## src/design/jdas_pkg.sv

```systemverilog
// Shared types, constants and band compare for the joystick axis scaler.
// No dependencies; used by jdas_div, jdas_axis_map and the top level.
`timescale 1ns / 1ps

package jdas_pkg;

  localparam int unsigned CAL_SAMPLES = 10;

  localparam int unsigned PCT_W  = 7;   // percent sample / centre width
  localparam int unsigned DZ_W   = 6;   // dead zone register width
  localparam int unsigned AXIS_W = 8;   // signed output byte
  localparam int unsigned NUM_W  = 14;  // divider dividend / quotient width
  localparam int unsigned DEN_W  = 7;   // divider divisor width

  localparam logic [DZ_W-1:0]  DZ_RESET   = 6'd3;
  localparam logic [PCT_W-1:0] FULL_SCALE = 7'd100;
  localparam logic [NUM_W-1:0] QUOT_SAT   = 14'd127;   // quotient on zero divisor
  localparam logic [AXIS_W-1:0] OFS_BELOW  = 8'd128;
  localparam logic [AXIS_W-1:0] OFS_INSIDE = 8'd127;

  localparam logic FUNC_CAL = 1'b0;
  localparam logic BTN_PRESSED = 1'b0;

  // where a position sits relative to the dead zone around a centre
  typedef struct packed {
    logic above;     // p > c + dz
    logic below;     // p < c - dz
    logic low_edge;  // p <= c - dz
  } band_t;

  // divider operands
  typedef struct packed {
    logic [NUM_W-1:0] num;
    logic [DEN_W-1:0] den;
  } div_op_t;

  function automatic band_t band_cmp(logic [PCT_W-1:0] p, logic [PCT_W-1:0] c,
                                     logic [DZ_W-1:0] dz);
    logic signed [PCT_W+1:0] sp;
    logic signed [PCT_W+1:0] hi;
    logic signed [PCT_W+1:0] lo;
    band_t b;
    sp = $signed({2'b00, p});
    hi = $signed({2'b00, c}) + $signed({3'b000, dz});
    lo = $signed({2'b00, c}) - $signed({3'b000, dz});
    b.above    = sp > hi;
    b.below    = sp < lo;
    b.low_edge = sp <= lo;
    return b;
  endfunction

endpackage

```

## src/design/jdas_div.sv

```systemverilog
// Restoring serial divider, one quotient bit per cycle.
// Depends on jdas_pkg for operand widths.
`timescale 1ns / 1ps

module jdas_div (
  input  logic                              clk_i,
  input  logic                              rst_ni,
  input  logic                              start_i,
  input  jdas_pkg::div_op_t                 op_i,
  output logic                              done_o,
  output logic [jdas_pkg::NUM_W-1:0]        quot_o
);

  localparam int unsigned CNT_W = $clog2(jdas_pkg::NUM_W + 1);

  logic [CNT_W-1:0]            cnt_q, cnt_d;
  logic                        done_q, done_d;
  logic [jdas_pkg::DEN_W-1:0]  rem_q, rem_d;
  logic [jdas_pkg::DEN_W-1:0]  den_q, den_d;
  logic [jdas_pkg::NUM_W-1:0]  quo_q, quo_d;
  logic [jdas_pkg::DEN_W:0]    trial;

  assign trial = {rem_q, quo_q[jdas_pkg::NUM_W-1]};

  always_comb begin
    cnt_d  = cnt_q;
    rem_d  = rem_q;
    den_d  = den_q;
    quo_d  = quo_q;
    done_d = 1'b0;
    if (start_i) begin
      cnt_d = CNT_W'(jdas_pkg::NUM_W);
      rem_d = '0;
      den_d = op_i.den;
      quo_d = op_i.num;
    end else if (cnt_q != '0) begin
      cnt_d  = cnt_q - 1'b1;
      done_d = (cnt_q == CNT_W'(1));
      if (trial >= {1'b0, den_q}) begin
        rem_d = jdas_pkg::DEN_W'(trial - {1'b0, den_q});
        quo_d = {quo_q[jdas_pkg::NUM_W-2:0], 1'b1};
      end else begin
        rem_d = trial[jdas_pkg::DEN_W-1:0];
        quo_d = {quo_q[jdas_pkg::NUM_W-2:0], 1'b0};
      end
    end
  end

  always_ff @(posedge clk_i or negedge rst_ni) begin
    if (!rst_ni) begin
      cnt_q  <= '0;
      done_q <= 1'b0;
    end else begin
      cnt_q  <= cnt_d;
      done_q <= done_d;
    end
  end

  always_ff @(posedge clk_i) begin
    rem_q <= rem_d;
    den_q <= den_d;
    quo_q <= quo_d;
  end

  assign done_o = done_q;
  assign quot_o = quo_q;

endmodule

```

## src/design/jdas_axis_map.sv

```systemverilog
// Axis scaling around the divider: builds the operands for one held position
// and turns the quotient into the saturated signed byte. Depends on jdas_pkg.
`timescale 1ns / 1ps

module jdas_axis_map (
  input  logic [jdas_pkg::PCT_W-1:0]  pos_i,
  input  logic [jdas_pkg::PCT_W-1:0]  center_i,
  input  logic [jdas_pkg::DZ_W-1:0]   dz_i,
  input  logic [jdas_pkg::NUM_W-1:0]  quot_i,
  output jdas_pkg::div_op_t           op_o,
  output logic [jdas_pkg::AXIS_W-1:0] axis_o
);

  localparam int unsigned V_W = jdas_pkg::NUM_W + 2;
  localparam logic signed [V_W-1:0] AXIS_MAX = V_W'(127);
  localparam logic signed [V_W-1:0] AXIS_MIN = -V_W'(128);

  jdas_pkg::band_t                band;
  logic [jdas_pkg::PCT_W-1:0]     diff;
  logic [jdas_pkg::PCT_W-1:0]     mul_src;
  logic                           neg;
  logic [jdas_pkg::AXIS_W-1:0]    ofs;
  logic [jdas_pkg::NUM_W-1:0]     qv;
  logic signed [V_W-1:0]          mag;
  logic signed [V_W-1:0]          sval;

  assign band = jdas_pkg::band_cmp(pos_i, center_i, dz_i);
  assign diff = pos_i - center_i;

  always_comb begin
    if (band.above) begin
      mul_src = diff;
      ofs     = '0;
      if (center_i > jdas_pkg::FULL_SCALE) begin
        op_o.den = center_i - jdas_pkg::FULL_SCALE;
        neg      = 1'b1;
      end else begin
        op_o.den = jdas_pkg::FULL_SCALE - center_i;
        neg      = 1'b0;
      end
    end else begin
      mul_src  = pos_i;
      op_o.den = center_i;
      neg      = 1'b0;
      ofs      = band.below ? jdas_pkg::OFS_BELOW : jdas_pkg::OFS_INSIDE;
    end
    // x * 127 as (x << 7) - x
    op_o.num = {mul_src, 7'b0} - {7'b0, mul_src};
  end

  // zero divisor saturates the quotient
  assign qv   = (op_o.den == '0) ? jdas_pkg::QUOT_SAT : quot_i;
  assign mag  = $signed({2'b00, qv});
  assign sval = (neg ? -mag : mag) - $signed({{(V_W-jdas_pkg::AXIS_W){1'b0}}, ofs});

  always_comb begin
    if (sval > AXIS_MAX) begin
      axis_o = 8'h7F;
    end else if (sval < AXIS_MIN) begin
      axis_o = 8'h80;
    end else begin
      axis_o = sval[jdas_pkg::AXIS_W-1:0];
    end
  end

endmodule

```

## src/design/joystick_deadzone_axis_scaler_top.sv

```systemverilog
// Joystick axis scaler top: sequencer, calibration and hold state, output register.
// Depends on jdas_pkg, jdas_div and jdas_axis_map.
`timescale 1ns / 1ps

// Two-axis joystick conditioner on percent samples. A beat with tuser=0 is a
// calibration sample; after CAL_SAMPLES of them the truncated averages become
// the axis centres (a calibration beat after that restarts calibration). A
// beat with tuser=1 is an operating sample: with the button pressed (level 0)
// it lights one direction per axis outside the dead zone (centre +/- the
// dead_zone register, upper bound counted as inside) and holds the positions;
// if both axes sit inside, the held positions snap back to the centres. Every
// operating beat reports the held positions scaled to signed bytes. Beats that
// arrive before calibration give zero axes and calibrated=0. Throughput: every
// beat produces exactly one result beat. Beats that need arithmetic (final
// calibration sample, calibrated operating sample) run one shared 14-bit
// serial divider twice, once per axis (operand load, 14 quotient bits, done),
// then hand the result to the output register and go back to idle to take
// the next beat. Other beats go straight to the hand-over step. The output
// register lets the next beat in while a result waits on m_axis_tready; a
// second finished result holds the block until that register drains. The
// user is to write dead_zone through cfg_we_i / cfg_wdata_i only while the
// block is idle; the block itself does not enforce this. Reset value is 3.
module joystick_deadzone_axis_scaler_top #(
  parameter int unsigned CAL_SAMPLES = jdas_pkg::CAL_SAMPLES
) (
  input  logic        clk_i,
  input  logic        rst_ni,
  // config: dead_zone
  input  logic        cfg_we_i,
  input  logic [5:0]  cfg_wdata_i,
  // input beats
  input  logic        s_axis_tvalid,
  output logic        s_axis_tready,
  input  logic [15:0] s_axis_tdata,   // [6:0] x_percent, [13:7] y_percent,
                                      // [14] button_level, [15] zero
  input  logic        s_axis_tuser,   // func
  // result beats
  output logic        m_axis_tvalid,
  input  logic        m_axis_tready,
  output logic [23:0] m_axis_tdata    // [0] led_north, [1] led_south,
                                      // [2] led_east, [3] led_west,
                                      // [4] active_led, [12:5] axis_x,
                                      // [20:13] axis_y, [21] button_out,
                                      // [22] calibrated, [23] zero
);

  localparam int unsigned SUM_W = $clog2(CAL_SAMPLES * 127 + 1);
  localparam int unsigned CNT_W = $clog2(CAL_SAMPLES + 1);
  localparam int unsigned PW    = jdas_pkg::PCT_W;
  localparam int unsigned AW    = jdas_pkg::AXIS_W;

  typedef enum logic [3:0] {
    ST_IDLE  = 4'b0001,
    ST_DIV_X = 4'b0010,
    ST_DIV_Y = 4'b0100,
    ST_DONE  = 4'b1000
  } state_e;

  typedef struct packed {
    logic          calibrated;
    logic          button;
    logic [AW-1:0] axis_y;
    logic [AW-1:0] axis_x;
    logic          active;
    logic          west;
    logic          east;
    logic          south;
    logic          north;
  } result_t;

  state_e  state_q, state_d;
  logic    start_q, start_d;
  logic    cal_fin_q, cal_fin_d;      // dividing sums rather than scaling
  logic    is_cal_q, is_cal_d;
  logic    out_vld_q, out_vld_d;
  logic [CNT_W-1:0]        cnt_q, cnt_d, cnt_new;
  logic [SUM_W-1:0]        sum_x_q, sum_x_d, sum_y_q, sum_y_d;
  logic [PW-1:0]           cen_x_q, cen_x_d, cen_y_q, cen_y_d;
  logic [PW-1:0]           held_x_q, held_x_d, held_y_q, held_y_d;
  logic [jdas_pkg::DZ_W-1:0] dz_q;
  result_t                 res_q, res_d;
  logic [23:0]             out_q, out_d;

  logic          in_fire;
  logic [PW-1:0] x_in, y_in;
  logic          btn_in;
  jdas_pkg::band_t bx, by;
  logic          x_inside, y_inside;

  logic          sel_x;
  logic [PW-1:0] map_pos, map_cen;
  jdas_pkg::div_op_t map_op, div_op;
  logic [AW-1:0] map_axis;
  logic          div_done;
  logic [jdas_pkg::NUM_W-1:0] div_quot;

  assign s_axis_tready = (state_q == ST_IDLE);
  assign in_fire       = s_axis_tvalid & s_axis_tready;
  assign x_in          = s_axis_tdata[6:0];
  assign y_in          = s_axis_tdata[13:7];
  assign btn_in        = s_axis_tdata[14];

  // lights classify the incoming sample against the current centres
  assign bx       = jdas_pkg::band_cmp(x_in, cen_x_q, dz_q);
  assign by       = jdas_pkg::band_cmp(y_in, cen_y_q, dz_q);
  assign x_inside = !bx.above && !bx.low_edge;
  assign y_inside = !by.above && !by.low_edge;

  assign cnt_new = (is_cal_q ? '0 : cnt_q) + CNT_W'(1);

  // shared divider, axis chosen by sequencer state
  assign sel_x   = (state_q == ST_DIV_X);
  assign map_pos = sel_x ? held_x_q : held_y_q;
  assign map_cen = sel_x ? cen_x_q : cen_y_q;

  jdas_axis_map u_map (
    .pos_i    (map_pos),
    .center_i (map_cen),
    .dz_i     (dz_q),
    .quot_i   (div_quot),
    .op_o     (map_op),
    .axis_o   (map_axis)
  );

  always_comb begin
    if (cal_fin_q) begin
      div_op.num = jdas_pkg::NUM_W'(sel_x ? sum_x_q : sum_y_q);
      div_op.den = jdas_pkg::DEN_W'(CAL_SAMPLES);
    end else begin
      div_op = map_op;
    end
  end

  jdas_div u_div (
    .clk_i   (clk_i),
    .rst_ni  (rst_ni),
    .start_i (start_q),
    .op_i    (div_op),
    .done_o  (div_done),
    .quot_o  (div_quot)
  );

  // sequencer
  always_comb begin
    state_d   = state_q;
    start_d   = 1'b0;
    cal_fin_d = cal_fin_q;
    is_cal_d  = is_cal_q;
    cnt_d     = cnt_q;
    sum_x_d   = sum_x_q;
    sum_y_d   = sum_y_q;
    cen_x_d   = cen_x_q;
    cen_y_d   = cen_y_q;
    held_x_d  = held_x_q;
    held_y_d  = held_y_q;
    res_d     = res_q;
    out_vld_d = out_vld_q;
    out_d     = out_q;

    if (out_vld_q && m_axis_tready) begin
      out_vld_d = 1'b0;
    end

    unique case (state_q)
      ST_IDLE: begin
        if (in_fire) begin
          res_d        = '0;
          res_d.button = btn_in;
          if (s_axis_tuser == jdas_pkg::FUNC_CAL) begin
            is_cal_d = 1'b0;
            sum_x_d  = (is_cal_q ? '0 : sum_x_q) + SUM_W'(x_in);
            sum_y_d  = (is_cal_q ? '0 : sum_y_q) + SUM_W'(y_in);
            if (cnt_new == CNT_W'(CAL_SAMPLES)) begin
              cnt_d     = '0;
              cal_fin_d = 1'b1;
              start_d   = 1'b1;
              state_d   = ST_DIV_X;
            end else begin
              cnt_d   = cnt_new;
              state_d = ST_DONE;
            end
          end else if (is_cal_q) begin
            res_d.calibrated = 1'b1;
            cal_fin_d        = 1'b0;
            start_d          = 1'b1;
            state_d          = ST_DIV_X;
            if (btn_in == jdas_pkg::BTN_PRESSED) begin
              res_d.active = 1'b1;
              if (x_inside && y_inside) begin
                held_x_d = cen_x_q;
                held_y_d = cen_y_q;
              end else begin
                held_x_d    = x_in;
                held_y_d    = y_in;
                res_d.north = by.above;
                res_d.south = by.low_edge;
                res_d.east  = bx.above;
                res_d.west  = bx.low_edge;
              end
            end
          end else begin
            state_d = ST_DONE;
          end
        end
      end
      ST_DIV_X: begin
        if (div_done) begin
          if (cal_fin_q) begin
            cen_x_d  = div_quot[PW-1:0];
            held_x_d = div_quot[PW-1:0];
          end else begin
            res_d.axis_x = map_axis;
          end
          start_d = 1'b1;
          state_d = ST_DIV_Y;
        end
      end
      ST_DIV_Y: begin
        if (div_done) begin
          if (cal_fin_q) begin
            cen_y_d          = div_quot[PW-1:0];
            held_y_d         = div_quot[PW-1:0];
            is_cal_d         = 1'b1;
            sum_x_d          = '0;
            sum_y_d          = '0;
            res_d.calibrated = 1'b1;
          end else begin
            res_d.axis_y = map_axis;
          end
          state_d = ST_DONE;
        end
      end
      ST_DONE: begin
        // hand over once the output register is free or draining
        if (!out_vld_q || m_axis_tready) begin
          out_vld_d = 1'b1;
          out_d     = {1'b0, res_q};
          state_d   = ST_IDLE;
        end
      end
      default: begin
        state_d = ST_IDLE;
      end
    endcase
  end

  always_ff @(posedge clk_i or negedge rst_ni) begin
    if (!rst_ni) begin
      state_q   <= ST_IDLE;
      start_q   <= 1'b0;
      cal_fin_q <= 1'b0;
      is_cal_q  <= 1'b0;
      out_vld_q <= 1'b0;
      cnt_q     <= '0;
      sum_x_q   <= '0;
      sum_y_q   <= '0;
      cen_x_q   <= '0;
      cen_y_q   <= '0;
      held_x_q  <= '0;
      held_y_q  <= '0;
      dz_q      <= jdas_pkg::DZ_RESET;
    end else begin
      state_q   <= state_d;
      start_q   <= start_d;
      cal_fin_q <= cal_fin_d;
      is_cal_q  <= is_cal_d;
      out_vld_q <= out_vld_d;
      cnt_q     <= cnt_d;
      sum_x_q   <= sum_x_d;
      sum_y_q   <= sum_y_d;
      cen_x_q   <= cen_x_d;
      cen_y_q   <= cen_y_d;
      held_x_q  <= held_x_d;
      held_y_q  <= held_y_d;
      if (cfg_we_i) begin
        dz_q <= cfg_wdata_i;
      end
    end
  end

  // result payload
  always_ff @(posedge clk_i) begin
    res_q <= res_d;
    out_q <= out_d;
  end

  assign m_axis_tvalid = out_vld_q;
  assign m_axis_tdata  = out_q;

endmodule
```

## config.mk

```make
export PLATFORM = sky130hd
export DESIGN_NAME = joystick_deadzone_axis_scaler_top
export DESIGN_NICKNAME = d
export VERILOG_FILES = /design/src/design/jdas_pkg.sv /design/src/design/jdas_div.sv /design/src/design/jdas_axis_map.sv /design/src/design/joystick_deadzone_axis_scaler_top.sv
export SDC_FILE = /design/constraint.sdc
export NUM_CORES = 1
export LEC_CHECK = 0
export BUFFER_PORTS_ARGS = -buffer_cell sky130_fd_sc_hd__buf_2
export CORE_UTILIZATION = 45
export CTS_BUF_LIST = sky130_fd_sc_hd__clkbuf_2
export DETAILED_ROUTE_END_ITERATION = 12
export SLEW_MARGIN = 40
export SYNTH_ARGS = -nofsm -noshare
export SYNTH_HDL_FRONTEND = slang
export SYNTH_SLANG_ARGS = --single-unit
```

## constraint.sdc

```tcl
create_clock -name clk_i -period 24.9 [get_ports clk_i]
set_clock_uncertainty 0.1 [all_clocks]
set_input_delay 4.98 -clock clk_i [delete_from_list [all_inputs] [get_ports clk_i]]
set_output_delay 4.98 -clock clk_i [all_outputs]
set_load 0.05 [all_outputs]
```

==> results of run 1 <==
[final cells by class]
class / instances / area [sq um]
antenna: 1 / 2.50
clock buffer: 17 / 85.1
clock inverter: 15 / 201
fill: 2505 / 13300
inverter: 78 / 293
multi-input combinational: 1071 / 7380
sequential: 147 / 3980
tap: 335 / 419
timing repair buffer: 63 / 349
[per-layer routing]
layer,track usage (%),vias to the layer above,share of wire (%)
met5,0,-,0
met2,39.7,279,47
met3,3.06,31,4.6
met4,6.21,0,1.7
met1,33.6,4679,47
li1,-,4905,-
[report_power, final]
part	switching (mW)	internal (mW)	leakage, nW	total [mW]
Clock	0.118	0.0380	0.164	0.156
Sequential	0.0684	0.322	1.60	0.391
Combinational	0.450	0.296	3.71	0.746
Total	0.637	0.656	5.48	1.29
[registers in the layout, indices dropped and copies added, names as in the netlist, 11 cells and up]
signal        flops
sum_x_q          11
u_div.quot_o     14
sum_y_q          11
m_axis_tdata     23
res_q            23
[critical path, delay by kind of cell (launching register included)]
| kind | cells | cell delay [ns] |
|---|---|---|
| buffers and inverters | 2 | 0.72 |
| muxes | 1 | 0.66 |
| AOI/OAI and AO/OA | 15 | 4.04 |
| adders and majority gates | 4 | 1.28 |
| xor gates and xnor gates | 1 | 0.16 |
| and+or+nand+nor | 9 | 2.22 |
| DFF | 1 | 0.52 |
[cells by family (layout without fill, tap and decap cells)]
family                   after synthesis  after routing  share of synthesized area, %
buffers and inverters                141            173                          4.57
other                                  1              2                        0.0316
AND/OR/NAND/NOR                      457            457                          18.5
multiplexers                          48             48                          4.32
XOR/XNOR                              63             63                          4.65
flip-flops                           147            147                          33.5
AO/OA/AOI/OAI                        369            369                          19.7
adder cells (fa/ha/maj)              133            133                          14.7
[cell usage in the layout, fill, tap and decap left out, types with 17 or more instances in the layout]
| cell | count |
|---|---|
| a21oi_1 | 99 |
| buf_2 | 51 |
| clkbuf_2 | 17 |
| dfrtp_1 | 70 |
| edfxtp_1 | 67 |
| ha_1 | 122 |
| inv_1 | 78 |
| mux2_2 | 22 |
| mux2i_1 | 25 |
| nand2_1 | 150 |
| nand2b_1 | 24 |
| nand3_1 | 44 |
| nor2_1 | 111 |
| nor2b_1 | 39 |
| o21a_1 | 17 |
| o21ai_0 | 109 |
| xnor2_1 | 47 |
[worst max path at each step]
stage / startpoint / endpoint / slack (ns) / cells after the start
after detailed placement: state_q[3] / res_q[7] / 15.11 / 32
after floorplan: state_q[3] / res_q[13] / 16.74 / 35
after global placement: state_q[3] / res_q[5] / 15.38 / 32
after CTS: state_q[3] / res_q[11] / 15.08 / 32
final: state_q[3] / res_q[11] / 14.91 / 32
after global routing: state_q[3] / res_q[11] / 14.27 / 32
[through the flow]
step | total power, mW | cell area [sq um] | cells | utilization (%)
after floorplan | 0.956 | 11900 | 1359 | -
after global placement | 1.12 | 12400 | 1693 | 47.7
after detailed placement | 1.13 | 12400 | 1694 | 47.8
after CTS | 1.29 | 12700 | 1726 | 48.9
after global routing | 1.41 | 12700 | 1727 | 48.9
final | 1.29 | 12700 | 1727 | 48.9
==> results.txt, run 1 <==
CTS clk-pin slew, worst paths -> 0.33 ns
Core area -> 26000 sq um
Synth warn -> 0
VDD IR-drop max -> 0.0512 mV
Final period utilization -> 40.1%
CTS tree -> built
Max Freq -> 0.100 GHz
Final hold slack -> 0.303 ns
Critical Path AT -> 10.41 ns
Vias in the first global route -> 9237
Most frequent cells after synthesis -> nand2_1, ha_1, nor2_1
Worst setup EP type -> flop
Synth Net Count -> 1520
Reg2Reg Depth -> 32
Post-cts sizing count -> 0
Unrepaired setup endpoints after global routing -> false
Reg2reg setup slack -> 14.91 ns
H-Tree Depth -> 4
I/O Buffers -> 51
DRC -> 0
Largest area contributor in the netlist -> edfxtp_1
Largest net degree at the start of global routing -> 74
Dpl ws -> 15.11 ns
CTS Buf Count -> 17
# clock sinks -> 147
Leakage -> 5.48 nW
Most numerous cell in the Yosys netlist -> nand2_1
Critical path launch point type -> flop
Final wirelength -> 31500 microns
Register area share after synthesis -> 33.5%
Top_reg_cell synth -> dfrtp_1
Fin. max-slew vios -> 0
Via Count -> 9894
Tot GR Track Use -> 24.2%
Initial Util -> 45.7%
Syn-to-layout area delta -> 7.09%
Hold path depth -> 0
Hold_buf cts -> 0
Async SR Flop Fraction -> 49.7%
Kind of critical path -> flop to flop
DP HPWL -> 23800 microns
Final setup margin -> 14.91 ns
Critical path's most frequent cell -> a21oi_1
# setup viols final -> 0
Slew headroom -> 41.0%
Row count -> 59
Slowest CP cell -> mux2i_1
Hold path startpoint -> res_q[8]
Share of layout cells above drive strength 1 -> 10.9%
Die area -> 27000 sq um
Hold WC Path Type -> flop to flop
Max stage delay on crit path -> 0.66 ns
Drt pass-1 iters -> 6
Avg Cell Area, Syn -> 8.74 sq um
Setup_tns -> 0 ns
RD Place Congestion -> 0.845
Synthesized area -> 11900 sq um
Reg2reg end -> res_q[11]
I/O pin total -> 54
CP Max Fanout -> 50
Final hold violations -> 0
Hold EP -> m_axis_tdata[8]
Worst slew pin tran -> 0.877 ns
Pwr Density -> 102 nW/um^2
Nets -> 1539
Remaining antenna violation count after routing -> 0
Wirelength per Cell -> 18.3 microns
Post-synth EDFFs -> 67
CTS Buffer Depth -> 2
CTS root buf -> clkbuf_2
Worst path required time -> 25.32 ns
Die Span Y -> 164 microns
Status -> completed
Clock latency on the worst-skew pair -> 0.77 ns
R2R Path Start -> state_q[3]
Gate Count Post-Synth -> 1359
Maxcap violations -> 0
Unique masters post-synth -> 83
Grt ovf -> 0
Post-layout minimum cycle time -> 9.99 ns
Die W -> 164 microns
Postcts setup bufs -> 0
FF+latch count, synth -> 147
Antenna violations before repair -> 1
Via-to-Cell Ratio -> 5.73
Initial DRC Count -> 648
Yosys top cell area share -> 16.9%
Synth top area cells -> edfxtp_1, dfrtp_1, ha_1, nand2_1, o21ai_0
First-pass GRT wire length -> 49900 microns
Note: power is estimated with default switching activity, not from simulation.
==> inputs of run 2 (changes only) <==
- clock period: 24.9 -> 10.3 ns (I/O delays scaled with it)
==> run 2 against run 1 <==
  * Critical path depth is 1 higher
  * Wire length about the same
  * Sequential power grew 140%
  * Clock power increased by 130%
  * Critical endpoint is now res_q[7]
  * Core utilization up 0.14 points
  * Power rose by 140%
  * Die area stayed put
  * Sequential share of layout area decreased by 0.089 points
  * Combinational power up 150%
  * Cell count grew 0.46%
  * Register-to-register slack lost 14 ns
==> results.txt, run 2 (synthesized netlist as in run 1, its figures left out) <==
Hold path depth -> 0 (unchanged)
Tot GR Track Use -> 24.2% (about the same)
Post-route insts no fill -> 1735 (+0.46%)
Share of layout cells above drive strength 1 -> 11.3% (+0.46 points)
Final core occ -> 49.1% (+0.14 points)
Max stage delay on crit path -> 0.51 ns (-0.15 ns)
Reg2Reg Depth -> 33 (+3.1%)
First-pass GRT wire length -> 49900 microns (-0.11%)
Unrepaired setup endpoints after global routing -> false
CTS Buf Count -> 17 (unchanged)
Final wirelength -> 31500 microns (about the same)
Status -> completed
Fin. max-slew vios -> 0 (unchanged)
Grt ovf -> 0 (unchanged)
DRC -> 0 (unchanged)
Worst path required time -> 10.73 ns (-14.59 ns)
Slowest CP cell -> a221oi_1
Dpl ws -> 1.08 ns (-14.03 ns)
Postcts setup bufs -> 0 (unchanged)
# setup viols final -> 0 (unchanged)
Clock latency on the worst-skew pair -> 0.79 ns (+0.02 ns)
Row count -> 59 (unchanged)
CTS Buffer Depth -> 2 (unchanged)
CTS clk-pin slew, worst paths -> 0.30 ns (-0.03 ns)
Worst slew pin tran -> 0.803 ns (-0.0741 ns)
# clock sinks -> 147 (unchanged)
H-Tree Depth -> 4 (unchanged)
Critical Path AT -> 9.82 ns (-0.59 ns)
RD Place Congestion -> 0.873 (+3.3%)
Post-layout minimum cycle time -> 9.39 ns (-0.602 ns)
Initial DRC Count -> 724 (+12%)
Die W -> 164 microns (unchanged)
Worst setup EP type -> flop
Slew headroom -> 45.9% (+4.9 points)
Kind of critical path -> flop to flop
Footprint of the multi-input gates -> 7400 sq um (+0.22%)
VDD IR-drop max -> 0.0994 mV (+94%)
Die area -> 27000 sq um (unchanged)
CP Max Fanout -> 20 (-60%)
Hold WC Path Type -> flop to flop
Drt pass-1 iters -> 5 (-1)
Nets -> 1544 (+0.32%)
Post-cts sizing count -> 0 (unchanged)
Total power -> 3.13 mW (+140%)
Final setup margin -> 0.910 ns (-14.00 ns)
Leakage -> 5.49 nW (+0.22%)
Setup_tns -> 0 ns (unchanged)
Via-to-Cell Ratio -> 5.68 (-0.93%)
Storage cell area -> 3980 sq um (unchanged)
CTS tree -> built
DP HPWL -> 24000 microns (+1.0%)
Wirelength per Cell -> 18.2 microns (-0.55%)
Most frequent cells in the layout -> nand2_1, ha_1, nor2_1, o21ai_0, a21oi_1
Core area -> 26000 sq um (unchanged)
Final instance area -> 12800 sq um (+0.29%)
Post-Place Cell Area -> 12500 sq um (+0.32%)
I/O pin total -> 54 (unchanged)
Commonest non-fill, non-tap cell in the layout -> nand2_1
Vias in the first global route -> 9093 (-1.6%)
Reg2reg setup slack -> 0.91 ns (-14.00 ns)
Max Freq -> 0.106 GHz (+6.4%)
Critical path's most frequent cell -> a21oi_1
Remaining antenna violation count after routing -> 0 (unchanged)
Largest net degree at the start of global routing -> 50 (-32%)
Hold_buf cts -> 0 (unchanged)
Placed instance count -> 1699 (+0.30%)
Maxcap violations -> 0 (unchanged)
Via Count -> 9847 (-0.48%)
Final period utilization -> 91.2% (+51 points)
Pwr Density -> 245 nW/um^2 (+140%)
Syn-to-layout area delta -> 7.40%
Final hold slack -> 0.335 ns (+0.0314 ns)
CTS root buf -> clkbuf_2
FILL cells -> 2522 (+0.68%)
Initial Util -> 45.7% (unchanged)
Die Span Y -> 164 microns (unchanged)
I/O Buffers -> 51 (unchanged)
Critical path launch point type -> flop
Final hold violations -> 0 (unchanged)
Antenna violations before repair -> 1 (unchanged)
-- run 2: final cells by class --
cell class | count | area share (%)
Antenna cell | 4 | 0.0785
Clock buffer | 17 | 0.667
Sequential cell | 147 | 31.2
Clock inverter | 15 | 1.41
Timing Repair Buffer | 68 | 3.00
Inverter | 78 | 2.30
Tap cell | 335 | 3.29
Multi-Input combinational cell | 1071 | 58.0
-- run 2: path summary, 6_finish.rpt --
check,startpoint,to
worst max-delay path,state_q[3],res_q[7]
worst min-delay path,res_q[12],m_axis_tdata[12]
worst max register to register,state_q[3],res_q[7]
worst min register to register,res_q[12],m_axis_tdata[12]
max in group asynchronous,rst_ni,cen_x_q[0]
min in group asynchronous,rst_ni,sum_x_q[3]
-- run 2: critical path, delay by kind of cell (launching register included) --
family / cells / cell delay, ns
AOI/OAI and AO/OA: 15 / 3.88
and+or+nand+nor: 12 / 3.01
adders and majority gates: 4 / 1.18
DFF: 1 / 0.50
buffers and inverters: 1 / 0.32
xor gates and xnor gates: 1 / 0.15
-- run 2: where the power goes --
part / internal (mW) / switching (mW)
Combinational: 0.720 / 1.11
Sequential: 0.779 / 0.168
Clock: 0.0848 / 0.273
-- run 2: layer usage --
metal / vias up / global-route usage [%] / wire length, microns / share of wire [%]
met1: 4695 / 34.2 / 15200 / 48
met5: - / 0 / 0 / 0
met4: 0 / 5.05 / 418 / 1.3
met2: 201 / 39.6 / 14700 / 47
li1: 4925 / - / - / -
met3: 26 / 2.84 / 1210 / 3.8
==> inputs of run 3 (changes only) <==
- ABC_AREA: default -> 1
- CORE_ASPECT_RATIO: default -> 0.9
- CORE_MARGIN: default -> 2
==> run 3 against run 2 <==
  * Fmax grew 4.8%
  * Global-route usage is 0.83 points lower
  * Wire length fell by 3.6%
  * Design area fell by 2.9%
  * Worst hold slack got worse by 0.0035 ns
  * Critical path depth is 14 higher
  * First-iteration DRC count increased by 4.1%
  * Clock power increased by 4%
  * Sequential share of layout area rose by 0.94 points
  * Critical path type unchanged
  * Highest routed layer unchanged
==> results.txt, run 3 <==
Status -> completed
CTS root buf -> clkbuf_2
Hold path startpoint -> res_q[3]
Async SR Flop Fraction -> 49.7% (unchanged)
Syn-to-layout area delta -> 7.66%
Nets -> 1688 (+9.3%)
RD Place Congestion -> 0.926 (+6.0%)
Via Count -> 9996 (+1.5%)
Footprint of the multi-input gates -> 6580 sq um (-11%)
R2R Path Start -> state_q[3]
Top_reg_cell synth -> dfrtp_1
Top delay family on crit path -> simple AND/OR/NAND/NOR gates
VDD IR-drop max -> 0.108 mV (+9.1%)
Final core occ -> 49.3% (+0.22 points)
Reg2reg setup slack -> 1.34 ns (+0.43 ns)
Setup_tns -> 0 ns (unchanged)
Most frequent cells in the layout -> nand2_1, inv_1, o21ai_0, nor2_1, ha_1
Grt ovf -> 0 (unchanged)
CTS tree -> built
Maxcap violations -> 0 (unchanged)
I/O Buffers -> 51 (unchanged)
DRC -> 0 (unchanged)
Fin. max-slew vios -> 0 (unchanged)
Kind of critical path -> flop to flop
Die area -> 26900 sq um (-0.68%)
Slew headroom -> 42.6% (-3.3 points)
Worst setup EP type -> flop
Max Freq -> 0.112 GHz (+4.8%)
Hold_buf cts -> 0 (unchanged)
Remaining antenna violation count after routing -> 0 (unchanged)
Reg2Reg Depth -> 47 (+42%)
Post-route insts no fill -> 1884 (+8.6%)
Slowest CP cell -> dfrtp_1
# clock sinks -> 147 (unchanged)
Hold WC Path Type -> flop to flop
Final wirelength -> 30400 microns (-3.6%)
Levels on crit path -> 47 (+42%)
Antenna violations before repair -> 1 (unchanged)
Final hold violations -> 0 (unchanged)
Row count -> 55 (-6.8%)
Die W -> 173 microns (+4.9%)
Die Span Y -> 156 microns (-5.3%)
Total power -> 3.31 mW (+5.8%)
Clock latency on the worst-skew pair -> 0.78 ns (about the same)
CP Max Fanout -> 55 (+180%)
DP HPWL -> 23400 microns (-2.7%)
CP bufs+invs -> 8 (+7)
Unique masters post-synth -> 55 (-34%)
Register area share after synthesis -> 34.6% (+1.1 points)
Largest net degree at the start of global routing -> 74 (+48%)
Final period utilization -> 87.0% (-4.2 points)
Synth top area cells -> edfxtp_1, dfrtp_1, ha_1, nand2_1, inv_1
Commonest non-fill, non-tap cell in the layout -> nand2_1
Storage cell area -> 3980 sq um (about the same)
H-Tree Depth -> 4 (unchanged)
Unrepaired setup endpoints after global routing -> false
Most frequent cells after synthesis -> nand2_1, inv_1, o21ai_0
Via-to-Cell Ratio -> 5.31 (-6.5%)
FF+latch count, synth -> 147 (unchanged)
Hold EP -> m_axis_tdata[3]
CTS Buffer Depth -> 2 (unchanged)
Leakage -> 6.22 nW (+13%)
Avg Cell Area, Syn -> 7.74 sq um (-11%)
Tot GR Track Use -> 23.4% (-0.83 points)
Post-layout minimum cycle time -> 8.96 ns (-0.433 ns)
Worst slew pin tran -> 0.852 ns (+0.0488 ns)
Yosys top cell area share -> 17.5% (+0.55 points)
Postcts setup bufs -> 0 (unchanged)
Share of layout cells above drive strength 1 -> 9.29% (-2.0 points)
I/O pin total -> 54 (unchanged)
Hold path depth -> 0 (unchanged)
Critical path launch point type -> flop
First-pass GRT wire length -> 49400 microns (-0.95%)
Synthesized area -> 11500 sq um (-3.1%)
Most numerous cell in the Yosys netlist -> nand2_1
Worst path required time -> 10.74 ns (about the same)
# setup viols final -> 0 (unchanged)
Critical Path AT -> 9.40 ns (-0.42 ns)
Final hold slack -> 0.331 ns (-0.00346 ns)
Core area -> 25100 sq um (-3.3%)
FILL cells -> 2483 (-1.5%)
CTS clk-pin slew, worst paths -> 0.30 ns (about the same)
Drt pass-1 iters -> 5 (unchanged)
Gate Count Post-Synth -> 1486 (+9.3%)
Initial Util -> 45.8% (+0.098 points)
Pwr Density -> 267 nW/um^2 (+8.9%)
Post-synth EDFFs -> 67 (unchanged)
CTS Buf Count -> 17 (unchanged)
Reg2reg end -> res_q[6]
Wirelength per Cell -> 16.1 microns (-11%)
Initial DRC Count -> 754 (+4.1%)
Max stage delay on crit path -> 0.52 ns (about the same)
Critical path's most frequent cell -> nand2_1
Largest area contributor in the netlist -> edfxtp_1
Synth Net Count -> 1647 (+8.4%)
Synth warn -> 0 (unchanged)
Post-cts sizing count -> 0 (unchanged)
Vias in the first global route -> 9331 (+2.6%)
Placed instance count -> 1850 (+8.9%)
[run 3: changes by cell type in the layout (fill, tap and decap cells not counted), moves of 21 or more]
cell,delta
inv_1,+127
mux2_2,-21
mux2i_1,-25
nand2_1,+157
nand2b_1,-24
nand3_1,+38
nor2b_1,-39
o21ai_0,+30
xnor2_1,-31
xor2_1,+24
[run 3: power breakdown]
group,total (mW),switching (mW),internal (mW)
sequential,0.933,0.112,0.821
combinational,2.01,1.34,0.663
clock,0.372,0.266,0.106
[run 3: metrics by stage]
step | area (sq um) | setup slack (ns)
finish | 12400 | 1.34
global route | 12400 | 0.245
CTS | 12400 | 1.33
detailed placement | 12100 | 1.40
global placement | 12100 | 1.51
floorplan | 11500 | 3.43
[run 3: layout make-up]
cell class              instances  share of cell area (%)
flip-flops and latches        147                    32.2
diodes                          2                  0.0404
well taps                     342                    3.46
multi-input cells            1089                    53.1
clock buffers                  17                   0.687
repair buffers                 58                    2.54
inverters                     214                    6.49
clock inverters                15                    1.49
[run 3: how the worst max path moves through the flow]
stage                     from         to
floorplan           state_q[3]  res_q[15]
global placement    state_q[3]   res_q[6]
detailed placement  state_q[3]   res_q[6]
CTS                 state_q[3]   res_q[5]
global route        state_q[3]   res_q[6]
finish              state_q[3]   res_q[6]
[run 3: per-layer routing]
layer	global-route usage, %	vias up	part of all wire [%]
li1	-	5044	-
met1	34.8	4608	50
met2	35.0	308	41
met3	3.95	36	6.8
met4	5.94	0	1.8
met5	0	-	0
[run 3: kinds of logic (layout without fill, tap and decap cells)]
family / count (synthesis) / count (layout) / share of synthesized area, %
compound gates: 329 / 329 / 16.1
xor+xnor: 56 / 56 / 4.26
fa+ha+maj: 133 / 133 / 15.2
buf+inv: 250 / 304 / 8.32
flops: 147 / 147 / 34.6
mux: 1 / 1 / 0.0979
other cells: 1 / 3 / 0.0326
simple gates: 569 / 569 / 21.3
[run 3: worst register-to-register path, delay by kind of cell, from the launching register on]
family	cells	cell delay (ns)
adder cells (fa/ha/maj)	5	1.39
XOR/XNOR	2	0.36
AO/OA/AOI/OAI	9	1.99
flip-flops	1	0.52
AND/OR/NAND/NOR	23	3.60
buffers and inverters	8	0.81
